`config.mk`:
```
export PLATFORM = sky130hd
export DESIGN_NAME = one_wire_bus_master_unit
export DESIGN_NICKNAME = d
export VERILOG_FILES = /design/src/hdl/owbm_pkg.sv /design/src/hdl/owbm_cfg.sv /design/src/hdl/owbm_seq.sv /design/src/hdl/one_wire_bus_master_unit.sv
export SDC_FILE = /design/constraint.sdc
export NUM_CORES = 1
export LEC_CHECK = 0
export BUFFER_PORTS_ARGS = -buffer_cell sky130_fd_sc_hd__buf_2
export CELL_PAD_IN_SITES_DETAIL_PLACEMENT = 2
export CELL_PAD_IN_SITES_GLOBAL_PLACEMENT = 2
export CORE_AREA = 5 5 130 132
export DETAILED_ROUTE_END_ITERATION = 7
export DIE_AREA = 0 0 135 137
export PLACE_DENSITY = 0.8
export SLEW_MARGIN = 20
export SYNTH_ARGS = -nofsm -noshare
export SYNTH_HDL_FRONTEND = slang
export SYNTH_SLANG_ARGS = --single-unit
```
`constraint.sdc`:
```
create_clock -name clk -period 7.4 [get_ports clk]
set_clock_uncertainty 0.1 [all_clocks]
set_input_delay 0.37 -clock clk [delete_from_list [all_inputs] [get_ports clk]]
set_output_delay 0.37 -clock clk [all_outputs]
set_load 0.02 [all_outputs]
```
`src/hdl/owbm_pkg.sv`:
```
// Shared types and constants for the one-wire bus master.
package owbm_pkg;

  localparam int CFG_W     = 10;
  localparam int CFG_IDX_W = 3;

  // Command codes
  localparam logic [1:0] CMD_NONE  = 2'd0;
  localparam logic [1:0] CMD_RESET = 2'd1;
  localparam logic [1:0] CMD_WRITE = 2'd2;
  localparam logic [1:0] CMD_READ  = 2'd3;

  // Configuration register indexes
  localparam logic [CFG_IDX_W-1:0] REG_RESET_LOW    = 3'd0;
  localparam logic [CFG_IDX_W-1:0] REG_PRES_SAMPLE  = 3'd1;
  localparam logic [CFG_IDX_W-1:0] REG_RESET_REC    = 3'd2;
  localparam logic [CFG_IDX_W-1:0] REG_SLOT_START   = 3'd3;
  localparam logic [CFG_IDX_W-1:0] REG_WRITE_BIT    = 3'd4;
  localparam logic [CFG_IDX_W-1:0] REG_READ_SAMPLE  = 3'd5;
  localparam logic [CFG_IDX_W-1:0] REG_READ_REC     = 3'd6;

  // Register defaults
  localparam logic [CFG_W-1:0] DEF_RESET_LOW   = 10'd490;
  localparam logic [CFG_W-1:0] DEF_PRES_SAMPLE = 10'd100;
  localparam logic [CFG_W-1:0] DEF_RESET_REC   = 10'd480;
  localparam logic [CFG_W-1:0] DEF_SLOT_START  = 10'd2;
  localparam logic [CFG_W-1:0] DEF_WRITE_BIT   = 10'd45;
  localparam logic [CFG_W-1:0] DEF_READ_SAMPLE = 10'd4;
  localparam logic [CFG_W-1:0] DEF_READ_REC    = 10'd65;

  typedef struct packed {
    logic [1:0] command;
    logic [7:0] write_data;
    logic       bus_level;
  } owbm_in_t;

  typedef struct packed {
    logic       drive_low;
    logic       busy_res;
    logic       done_res;
    logic       presence;
    logic [7:0] read_data;
  } owbm_out_t;

  typedef struct packed {
    logic [CFG_W-1:0] reset_low_ticks;
    logic [CFG_W-1:0] presence_sample_ticks;
    logic [CFG_W-1:0] reset_recovery_ticks;
    logic [CFG_W-1:0] slot_start_ticks;
    logic [CFG_W-1:0] write_bit_ticks;
    logic [CFG_W-1:0] read_sample_ticks;
    logic [CFG_W-1:0] read_recovery_ticks;
  } owbm_cfg_t;

endpackage

```
`src/hdl/owbm_cfg.sv`:
```
// Slot timing register file with write port.
module owbm_cfg (
  input  logic                            clk,
  input  logic                            rst_n,
  input  logic                            cfg_we,
  input  logic [owbm_pkg::CFG_IDX_W-1:0]  cfg_index,
  input  logic [owbm_pkg::CFG_W-1:0]      cfg_wdata,
  output owbm_pkg::owbm_cfg_t             cfg_o
);
  import owbm_pkg::*;

  owbm_cfg_t regs_r;

  always_ff @(posedge clk) begin
    if (!rst_n) begin
      regs_r.reset_low_ticks       <= DEF_RESET_LOW;
      regs_r.presence_sample_ticks <= DEF_PRES_SAMPLE;
      regs_r.reset_recovery_ticks  <= DEF_RESET_REC;
      regs_r.slot_start_ticks      <= DEF_SLOT_START;
      regs_r.write_bit_ticks       <= DEF_WRITE_BIT;
      regs_r.read_sample_ticks     <= DEF_READ_SAMPLE;
      regs_r.read_recovery_ticks   <= DEF_READ_REC;
    end else if (cfg_we) begin
      case (cfg_index)
        REG_RESET_LOW:   regs_r.reset_low_ticks       <= cfg_wdata;
        REG_PRES_SAMPLE: regs_r.presence_sample_ticks <= cfg_wdata;
        REG_RESET_REC:   regs_r.reset_recovery_ticks  <= cfg_wdata;
        REG_SLOT_START:  regs_r.slot_start_ticks      <= cfg_wdata;
        REG_WRITE_BIT:   regs_r.write_bit_ticks       <= cfg_wdata;
        REG_READ_SAMPLE: regs_r.read_sample_ticks     <= cfg_wdata;
        REG_READ_REC:    regs_r.read_recovery_ticks   <= cfg_wdata;
        default: ;
      endcase
    end
  end

  assign cfg_o = regs_r;

endmodule

```
`src/hdl/owbm_seq.sv`:
```
// Slot sequencer: phase state, tick timer, shift byte and result register.
module owbm_seq #(
  parameter int TICK_COUNT_BITS = 10
) (
  input  logic                 clk,
  input  logic                 rst_n,
  input  owbm_pkg::owbm_cfg_t  cfg_i,
  input  logic                 in_valid,
  output logic                 in_stall,
  input  owbm_pkg::owbm_in_t   in_data,
  output logic                 out_valid,
  input  logic                 out_stall,
  output owbm_pkg::owbm_out_t  out_data
);
  import owbm_pkg::*;

  localparam int CMP_W = (TICK_COUNT_BITS + 1 > CFG_W) ? TICK_COUNT_BITS + 1 : CFG_W;
  localparam logic [TICK_COUNT_BITS-1:0] CNT_MAX = '1;

  typedef enum logic [3:0] {
    PH_IDLE     = 4'd0,
    PH_RST_LOW  = 4'd1,
    PH_RST_WAIT = 4'd2,
    PH_RST_REC  = 4'd3,
    PH_WR_START = 4'd4,
    PH_WR_BIT   = 4'd5,
    PH_RD_START = 4'd6,
    PH_RD_WAIT  = 4'd7,
    PH_RD_REC   = 4'd8
  } phase_t;

  phase_t                     phase_r, phase_nxt;
  logic [TICK_COUNT_BITS-1:0] tick_r, tick_nxt;
  logic [2:0]                 bit_r, bit_nxt;
  logic [7:0]                 shift_r, shift_nxt;
  logic                       pres_r, pres_nxt;
  logic [7:0]                 held_r, held_nxt;
  owbm_out_t                  out_data_r, res_nxt;
  logic                       out_valid_r;
  logic                       accept;

  // Working values after a possible command start
  phase_t                     ph_w;
  logic [TICK_COUNT_BITS-1:0] tick_w;
  logic [2:0]                 bit_w, bit_inc;
  logic [7:0]                 shift_w;
  logic [CFG_W-1:0]           len_w;
  logic [CMP_W-1:0]           n_w;
  logic                       ends, drive, done;

  assign in_stall = out_valid_r & out_stall;
  assign accept   = in_valid & ~in_stall;

  always_comb begin
    ph_w    = phase_r;
    tick_w  = tick_r;
    bit_w   = bit_r;
    shift_w = shift_r;
    if (phase_r == PH_IDLE && in_data.command != CMD_NONE) begin
      tick_w = '0;
      bit_w  = '0;
      case (in_data.command)
        CMD_RESET: ph_w = PH_RST_LOW;
        CMD_WRITE: begin
          ph_w    = PH_WR_START;
          shift_w = in_data.write_data;
        end
        default: begin
          ph_w    = PH_RD_START;
          shift_w = '0;
        end
      endcase
    end

    case (ph_w)
      PH_RST_LOW:                len_w = cfg_i.reset_low_ticks;
      PH_RST_WAIT:               len_w = cfg_i.presence_sample_ticks;
      PH_RST_REC:                len_w = cfg_i.reset_recovery_ticks;
      PH_WR_START, PH_RD_START:  len_w = cfg_i.slot_start_ticks;
      PH_WR_BIT:                 len_w = cfg_i.write_bit_ticks;
      PH_RD_WAIT:                len_w = cfg_i.read_sample_ticks;
      PH_RD_REC:                 len_w = cfg_i.read_recovery_ticks;
      default:                   len_w = '0;
    endcase

    n_w     = CMP_W'(tick_w) + CMP_W'(1);
    ends    = (n_w >= CMP_W'(len_w)) || (n_w >= CMP_W'(CNT_MAX));
    bit_inc = bit_w + 3'd1;

    phase_nxt = ph_w;
    tick_nxt  = tick_w;
    bit_nxt   = bit_w;
    shift_nxt = shift_w;
    pres_nxt  = pres_r;
    held_nxt  = held_r;
    drive     = 1'b0;
    done      = 1'b0;

    if (ph_w != PH_IDLE) begin
      case (ph_w)
        PH_RST_LOW, PH_WR_START, PH_RD_START: drive = 1'b1;
        PH_WR_BIT:                            drive = ~shift_w[0];
        default:                              drive = 1'b0;
      endcase

      if (!ends) begin
        tick_nxt = n_w[TICK_COUNT_BITS-1:0];
      end else begin
        tick_nxt = '0;
        case (ph_w)
          PH_RST_LOW:  phase_nxt = PH_RST_WAIT;
          PH_RST_WAIT: begin
            pres_nxt  = ~in_data.bus_level;
            phase_nxt = PH_RST_REC;
          end
          PH_RST_REC: begin
            phase_nxt = PH_IDLE;
            done      = 1'b1;
          end
          PH_WR_START: phase_nxt = PH_WR_BIT;
          PH_WR_BIT: begin
            shift_nxt = {1'b0, shift_w[7:1]};
            bit_nxt   = bit_inc;
            if (bit_inc == 3'd0) begin
              phase_nxt = PH_IDLE;
              done      = 1'b1;
            end else begin
              phase_nxt = PH_WR_START;
            end
          end
          PH_RD_START: phase_nxt = PH_RD_WAIT;
          PH_RD_WAIT: begin
            // shift the sampled bit in from the top, LSB ends up first
            shift_nxt = {in_data.bus_level, shift_w[7:1]};
            phase_nxt = PH_RD_REC;
          end
          PH_RD_REC: begin
            bit_nxt = bit_inc;
            if (bit_inc == 3'd0) begin
              held_nxt  = shift_w;
              phase_nxt = PH_IDLE;
              done      = 1'b1;
            end else begin
              phase_nxt = PH_RD_START;
            end
          end
          default: begin
            phase_nxt = PH_IDLE;
            drive     = 1'b0;
          end
        endcase
      end
    end

    res_nxt.drive_low = drive;
    res_nxt.busy_res  = (phase_nxt != PH_IDLE);
    res_nxt.done_res  = done;
    res_nxt.presence  = pres_nxt;
    res_nxt.read_data = held_nxt;
  end

  always_ff @(posedge clk) begin
    if (!rst_n) begin
      phase_r     <= PH_IDLE;
      tick_r      <= '0;
      bit_r       <= '0;
      shift_r     <= '0;
      pres_r      <= 1'b0;
      held_r      <= '0;
      out_valid_r <= 1'b0;
    end else begin
      if (accept) begin
        phase_r     <= phase_nxt;
        tick_r      <= tick_nxt;
        bit_r       <= bit_nxt;
        shift_r     <= shift_nxt;
        pres_r      <= pres_nxt;
        held_r      <= held_nxt;
        out_valid_r <= 1'b1;
      end else if (!out_stall) begin
        // drop the beat once taken
        out_valid_r <= 1'b0;
      end
    end
  end

  always_ff @(posedge clk) begin
    if (accept) begin
      out_data_r <= res_nxt;
    end
  end

  assign out_valid = out_valid_r;
  assign out_data  = out_data_r;

endmodule

```
`src/hdl/one_wire_bus_master_unit.sv`:
```
// Top level of the one-wire bus master: config registers and slot sequencer.
//
//   Channel  Direction  Handshake            Beat contents
//   in_      input      in_valid / in_stall  command, write_data, bus_level (one tick)
//   out_     output     out_valid / out_stall drive_low, busy_res, done_res, presence,
//                                            read_data
//   cfg_     input      cfg_we               cfg_index, cfg_wdata
//
// One result beat per input beat, valid in the cycle after acceptance; a new tick
// can be accepted every cycle while in_stall is low. One result register holds each beat.
// Synchronous active-low reset restores the register defaults and idles the bus.
// in_stall rises only while a result beat is held under out_stall.
module one_wire_bus_master_unit #(
  parameter int TICK_COUNT_BITS = 10
) (
  input  logic                            clk,
  input  logic                            rst_n,
  input  logic                            in_valid,
  output logic                            in_stall,
  input  owbm_pkg::owbm_in_t              in_data,
  output logic                            out_valid,
  input  logic                            out_stall,
  output owbm_pkg::owbm_out_t             out_data,
  input  logic                            cfg_we,
  input  logic [owbm_pkg::CFG_IDX_W-1:0]  cfg_index,
  input  logic [owbm_pkg::CFG_W-1:0]      cfg_wdata
);
  import owbm_pkg::*;

  owbm_cfg_t cfg;

  owbm_cfg u_cfg (
    .clk       (clk),
    .rst_n     (rst_n),
    .cfg_we    (cfg_we),
    .cfg_index (cfg_index),
    .cfg_wdata (cfg_wdata),
    .cfg_o     (cfg)
  );

  owbm_seq #(
    .TICK_COUNT_BITS (TICK_COUNT_BITS)
  ) u_seq (
    .clk       (clk),
    .rst_n     (rst_n),
    .cfg_i     (cfg),
    .in_valid  (in_valid),
    .in_stall  (in_stall),
    .in_data   (in_data),
    .out_valid (out_valid),
    .out_stall (out_stall),
    .out_data  (out_data)
  );

endmodule
```
Word level (Yosys, flattened, before mapping)
Cells that the tools add are included.
{"block": "op_classes", "bitwise": 5, "n_eq_ne": 17, "magnitude_cmp": 2, "muxes": 34, "reduce_logical": 20, "n_addsub": 2}
{"operator": "$pmux 10 s7", "n": 1}
{"operator": "$mux 8", "n": 7}
{"operator": "$pmux 8 s2", "n": 2}
{"operator": "$mux 10", "n": 3}
{"operator": "$pmux 4 s7", "n": 1}
{"operator": "$mux 3", "n": 6}
{"operator": "$eq 4x3->1 const B", "n": 4}
{"operator": "$reduce_and 2->1", "n": 8}
{"operator": "$mux 4", "n": 3}
{"operator": "$add 10x1->11 const B", "n": 1}
{"operator": "$ge 11x10->1", "n": 1}
{"operator": "$ge 11x10->1 const B", "n": 1}
{"operator": "$eq 3x3->1 const B", "n": 3}
{"operator": "$eq 4x2->1 const B", "n": 2}
{"operator": "$mux 1", "n": 8}
{"operator": "$reduce_bool 4->1", "n": 2}
{"operator": "$reduce_or 8->1", "n": 1}
{"operator": "$eq 3x2->1 const B", "n": 2}
{"operator": "$logic_not 3->1", "n": 2}
{"operator": "$pmux 3 s2", "n": 1}
{"operator": "$eq 4x1->1 const B", "n": 1}
{"operator": "$eq 4x4->1 const B", "n": 1}
{"operator": "$logic_not 4->1", "n": 1}
{"operator": "$pmux 1 s2", "n": 2}
{"operator": "other kinds (12)", "n": 16}
{"block": "totals", "input_bits": 29, "regBits": 117, "wordCells": 99}

Logic depth before layout (Yosys ltp)
{"block": "logic_depth", "word_depth": 11, "mapped_depth": 22, "depth_no_buf": 19}

Modules after synthesis
A second synthesis with hierarchy kept.
{"block": "hier_totals", "cells_unflattened": 699, "area_unflattened_um2": 6397.4}
{"module": "owbm_seq", "cells_per_inst": 444, "n_inst": 1, "seq_area_each_um2": 1061.0, "area_per_inst_um2": 3718.6}
{"module": "owbm_cfg", "cells_per_inst": 255, "n_inst": 1, "seq_area_each_um2": 1401.3, "area_per_inst_um2": 2678.8}

Worst setup path after synthesis
No wires, ideal clock.
{"block": "synth_path", "kind": "in2reg", "startpoint": "input port in_data[9] (netlist bit)", "endpoint": "register u_seq.out_data_r, in the netlist u_seq.out_data[0], data pin", "path_slack_ns": 3.087, "path_buffers": 2, "arrival_ns": 3.952, "path_stages": 19, "required_ns": 7.040, "setup_ns": 0.260, "cell_sequence": "inv_1 ha_1 or3_4 or2_2 clkbuf_1 and2_1 ha_1 nand3_1 xor2_1 nor2_1 ha_1 a211oi_1 nor2_1 a211oi_1 o21ai_0 a311o_1 and3_1 buf_6 mux2_4"}
{"block": "synth_via", "elab_chain_cells": 10, "elab_cells_between_ends": 31, "classes_between": "add/sub: 2; order compare: 2; eq/ne: 10; mux: 11; reduce/logical: 6"}
{"element": "start: declaration", "line_no": "one_wire_bus_master_unit.sv:20", "source": "input owbm_pkg::owbm_in_t in_data,"}
{"element": "$eq 2x2->1 (tied with other cells)", "line_no": "owbm_seq.sv:62", "source": "case (in_data.command)"}
{"element": "$pmux 3 s2 or $logic_and 1x1->1 (tied branches)", "line_no": "owbm_seq.sv:62, owbm_seq.sv:59"}
{"element": "$mux 4", "line_no": "owbm_seq.sv:59", "source": "if (phase_r == PH_IDLE && in_data.command != CMD_NONE) begin"}
{"element": "$eq 4x3->1", "line_no": "owbm_seq.sv:75", "source": "case (ph_w)"}
{"element": "$reduce_or 2->1", "line_no": "owbm_seq.sv:75"}
{"element": "$pmux 10 s7", "line_no": "owbm_seq.sv:75"}
{"element": "$ge 11x10->1", "line_no": "owbm_seq.sv:87", "source": "ends = (n_w >= CMP_W'(len_w)) || (n_w >= CMP_W'(CNT_MAX));"}
{"element": "$logic_or 1x1->1", "line_no": "owbm_seq.sv:87"}
{"element": "$mux 8", "line_no": "owbm_seq.sv:106", "source": "if (!ends) begin"}
{"element": "$mux 8 *", "line_no": "owbm_seq.sv:99", "source": "if (ph_w != PH_IDLE) begin"}
{"element": "via u_seq.held_nxt[0]", "line_no": "owbm_seq.sv:37", "source": "logic [7:0] held_r, held_nxt;"}
{"element": "end signal: assignment", "line_no": "owbm_seq.sv:189", "source": "out_data_r <= res_nxt;"}
{"element": "end: declaration", "line_no": "owbm_seq.sv:38", "source": "owbm_out_t out_data_r, res_nxt;"}
Mark *: on every way through the listed nets, which the timed path passes. The rest lies on a longest branch.
A chain may end at the register's enable or synchronous reset.

Final worst setup path
{"block": "layout_path", "startpoint": "register u_seq.phase_r[0]", "endpoint": "register u_seq.out_data_r, in the netlist u_seq.out_data[5], data pin"}
{"block": "layout_via", "elab_chain_cells": 10, "elab_cells_between_ends": 27, "classes_between": "add/sub: 2; order compare: 2; eq/ne: 8; mux: 9; reduce/logical: 6"}
{"element": "start: declaration", "line_no": "owbm_seq.sv:32", "source": "phase_t phase_r, phase_nxt;"}
{"element": "start signal: assignment", "line_no": "owbm_seq.sv:173", "source": "phase_r <= phase_nxt;"}
{"element": "branches (longest 9 deep; another with $add 10x1->11)"}
{"element": "$mux 8 *", "line_no": "owbm_seq.sv:99"}
{"element": "via u_seq.held_nxt[5]", "line_no": "owbm_seq.sv:37"}
Mark *: on every way through the listed nets, which the timed path passes.

==> results by stage <==
Clock network:
- The tree is rooted in a clkbuf_16.
- No sink is reached through more buffers than the 2 on the longest clock path.
- The post-CTS setup buffer count is 0.
- At the later pin of the worst-skew pair, clock insertion delay measures between 0.4 and 0.5 ns.
- The deepest level of the CTS H-tree is 4.
- For this design, the CTS-stage hold fixing added 0 buffers.
- The clock transition at the registers of the reported paths is approximately 0.05 ns.
- The number of gates resized after cts is 0.
- Clock tree synthesis inserted a total of 17 buffers.
- The tree built by TritonCTS fans out to between 100 and 150 sinks.
- The clock tree from TritonCTS is built.

Worst setup path:
- Along the worst path, the maximum fanout reaches 20.
- The arrival time of data at the critical path endpoint is about 5.6 ns.
- The worst setup path is of the flip-flop to flip-flop kind.
- The worst setup path is captured at a flip-flop.
- The data required time at the worst endpoint is ~7.5 ns.
- The critical path startpoint category is a flip-flop.

Synthesis:
- Of all flip-flops after synthesis, the portion carrying an async set or reset was 0%.
- A synthesized cell averages 8.11 um2.
- Synthesis inferred between 100 and 150 register bits.
- The most used flip-flop cell after synthesis is dfxtp_1.
- The distinct cell type count of the synthesized netlist is 52.
- The share of synthesized area occupied by flip-flops and latches is between 40% and 50%.
- In this run, synthesis inferred 12 flip-flops with an integrated enable.
- The yosys synthesis warning count is 0.
- The synthesized netlist occupies a cell area of a little under 6000 um2.
- Synthesis produced a netlist with a net count of ~780.
- The synthesized netlist cell count is ~730.

Floorplanning:
- Once the floorplan was initialized, standard cells occupied a little under two fifths of the core.
- Row generation in the floorplan step produced 46 rows.
- The area of the core is between 15,000 and 20,000 um2.
- From left edge to right edge, the die measures about 140 um.
- The area enclosed by the die boundary is between 15,000 and 20,000 um2.
- The die height is around 140 um.
- The number of placed I/O pins is 43.

Power:
- The part of the total power dissipated in sequential elements is 36.1%.
- Internal power comes to around 0.0013 W.
- Net switching is between 30 and 40% of the power.
- The power per unit of standard cell area is between 200 and 300 nW/um2.
- The clock network is responsible for roughly two fifths of the overall power.
- VDD sags by at most between 0.15 and 0.2 mV.
- The net switching power is roughly 0.00063 W.
- In this run, the combinational gates consume a little under a quarter of the power.
- The leakage component of the power is approximately 2.7 nW.

GRT:
- Global routing consumed, on the met3 layer, between 4 and 5% of the routing resources.
- The total overflow left after global routing is 0.
- The first-pass GRT wire length is 33,200 um.
- Entering global routing, the biggest net connects between 50 and 60 pins.
- For met2 alone, demand over resource in global routing was a little over two fifths.
- The routing usage on met1 is 28.5%.
- The number of antenna violations at the first check in global routing was 0.
- Global routing consumed, over all layers together, ~23% of the routing resources.
- The number of global-route vias before repair is between 5k and 6k.
- In this run the most used layer during global routing was met2.

Placement:
- Buffers placed on the I/O ports in this run total 42.
- The placement-stage cell area is 6250 um2.
- The half-perimeter wire length of the detailed placement result is ~14,000 um.
- The congestion estimate from routability-driven global placement came to just under 0.8.

Timing:
- Across all hold checks on the routed design, the worst slack comes to approximately 0.09 ns.
- Setup repair after global routing left no endpoint under its margin.
- Measured against its own limit, the worst slew margin works out to between 30% and 40%.
- For the pin with the worst max-slew slack, the measured transition is slightly below 1 ns.
- Timing would allow up to between 150 and 200 MHz.
- The max-slew violation count is 0.
- After layout, the worst path uses around 75% of the clock period.
- The final hold violation count is 0.
- Adding up every negative setup slack in the final design gives 0 ns.
- Setup violations remaining at the end of the flow were counted as 0.
- The shortest clock period the worst path allows after layout is 5.54 ns.

Finish:
- The sequential cells in the finished layout cover a total of 2460 um2.
- For this run, the share of the core covered by cells in the final layout is a little over two fifths.
- The multi-input logic area is around 3200 um2.
- The area of all placed cells without fillers is around 7000 um2.
- The filler cells instantiated in the layout total roughly 1.8k.
- The final layout contains approximately 800 nets.
- Relative to the synthesized area, the layout overhead comes to 15.4%.
- The antenna diode count is 0.
- The ratio of cells with drive above 1 in the final layout is between 10 and 15%.

Drt:
- For this run, the detailed router's first-pass iteration total came to 4.
- After the first detailed-routing iteration, the DRC count stood at ~270.
- The detail-routed net length per standard cell is ~21 um.
- After detailed routing, the number of vias per cell comes to roughly 5.6.
- The DRC violation count after routing is 0.
- The count of nets left with antenna violations once routing finished came out at 0.
- The routed wire length is about 21,000 um.
- The total vias in the final route is around 5.5k.

Status:
- The run finished with clean final reports.

Flow run:
- The max-capacitance violation count is 0.

Min path:
- The path class of the tightest hold or removal check is input pin to flip-flop.
==> critical path, cell delays in order (launching register included) <==
cell and delay [ns]:
dfxtp_1 0.40, or3_4 0.47, nor2_8 0.25, a21o_1 0.74, mux2i_1 0.30, o21ai_0 0.13
nand2_1 0.09, o211ai_1 0.09, ha_1 0.29, nand2b_1 0.11, a211o_1 0.13, a211oi_1 0.07
o21ai_0 0.34, a311o_1 0.77, and3_1 0.64, mux2_4 0.35
==> final timing paths <==
kind	cells past startpoint	start	end	slack (ns)
setup reg to reg	15	u_seq.phase_r[0]$_SDFFE_PN0P_	u_seq.out_data[5]$_DFFE_PP_	1.86
hold / removal	2	in_valid	u_seq.out_valid$_SDFFE_PN0P_	0.09
hold reg to reg	2	u_cfg.cfg_o[15]$_SDFFE_PN0P_	u_cfg.cfg_o[15]$_SDFFE_PN0P_	0.36
setup / recovery	15	u_seq.phase_r[0]$_SDFFE_PN0P_	u_seq.out_data[5]$_DFFE_PP_	1.86
==> power by group through the flow <==
stage / logic, W / registers (W) / clock network [W]
floorplan: 0.000308 / 0.000707 / 0
global placement: 0.000423 / 0.000703 / 0
detailed placement: 0.000445 / 0.000705 / 0
CTS: 0.000452 / 0.000692 / 0.000790
global route: 0.000495 / 0.000696 / 0.000812
finish: 0.000449 / 0.000693 / 0.000778
==> cell type report <==
type	instances	share of cell area, %
Clock buffer	22	6.97
Clock inverter	9	1.14
Inverter	10	0.551
Multi-Input combinational cell	558	47.2
Sequential cell	117	36.2
Tap cell	216	3.97
Timing Repair Buffer	50	3.97
==> flip-flops by register name, indices dropped and copies added (netlist names) <==
register	cells
u_seq.bit_r	3
u_seq.phase_r	4
u_cfg.cfg_o	70
u_seq.held_r	8
u_seq.pres_r	1
u_seq.tick_r	10
u_seq.shift_r	8
u_seq.out_data	12
u_seq.out_valid	1
==> synthesized netlist by cell type (9+ instances only) <==
cell / instances / share of area [%]
o21ai_0: 37 / 3.1
mux2i_1: 30 / 5.1
ha_1: 18 / 3.8
nor3_1: 16 / 1.4
nand3_1: 35 / 3.0
edfxtp_1: 12 / 6.1
dfxtp_1: 105 / 36
a22o_1: 15 / 2.2
nand2_1: 193 / 12
nor2_1: 34 / 2.2
a21oi_1: 76 / 6.4
clkbuf_1: 30 / 1.9
a22oi_1: 10 / 1.3
inv_1: 9 / 0.57
==> layout by cell type, fill, tap and decap left out, types with 4 or more instances in the layout <==
cell / n
and2_1: 8
o311a_1: 7
ha_1: 18
inv_1: 9
a22oi_1: 10
mux2_4: 8
nor2b_1: 4
nand2b_1: 7
a31oi_1: 4
clkinv_2: 5
clkbuf_16: 17
a21oi_1: 76
edfxtp_1: 12
buf_2: 42
and3_1: 6
a22o_1: 15
buf_4: 8
or3_1: 4
nand2_1: 193
o21ai_0: 37
nand3_1: 35
nor2_1: 34
nor3_1: 15
mux2i_1: 30
dfxtp_1: 105
nand4_1: 4
o211ai_1: 4
==> stage by stage <==
stage	setup WS [ns]	instances	power (W)
floorplan	3.09	728	0.00101
detailed placement	1.55	951	0.00115
CTS	1.86	982	0.00193
global route	1.55	982	0.00200
finish	1.86	982	0.00192
global placement	1.87	951	0.00113
==> routing by layer <==
metal  vias up  wire, um
li1       2595         -
met1      2798      9040
met2        93     10600
met3        16       736
met4         0       259
met5         -         0
==> kinds of logic after synthesis <==
kind of cell	synth area share, %
AOI/OAI and AO/OA	17.9
xor gates and xnor gates	0.891
adders and majority gates	3.82
buffers and inverters	3.99
DFF	41.7
muxes	7.12
and+or+nand+nor	24.6
No activity file was read; power rests on OpenSTA's default activity.
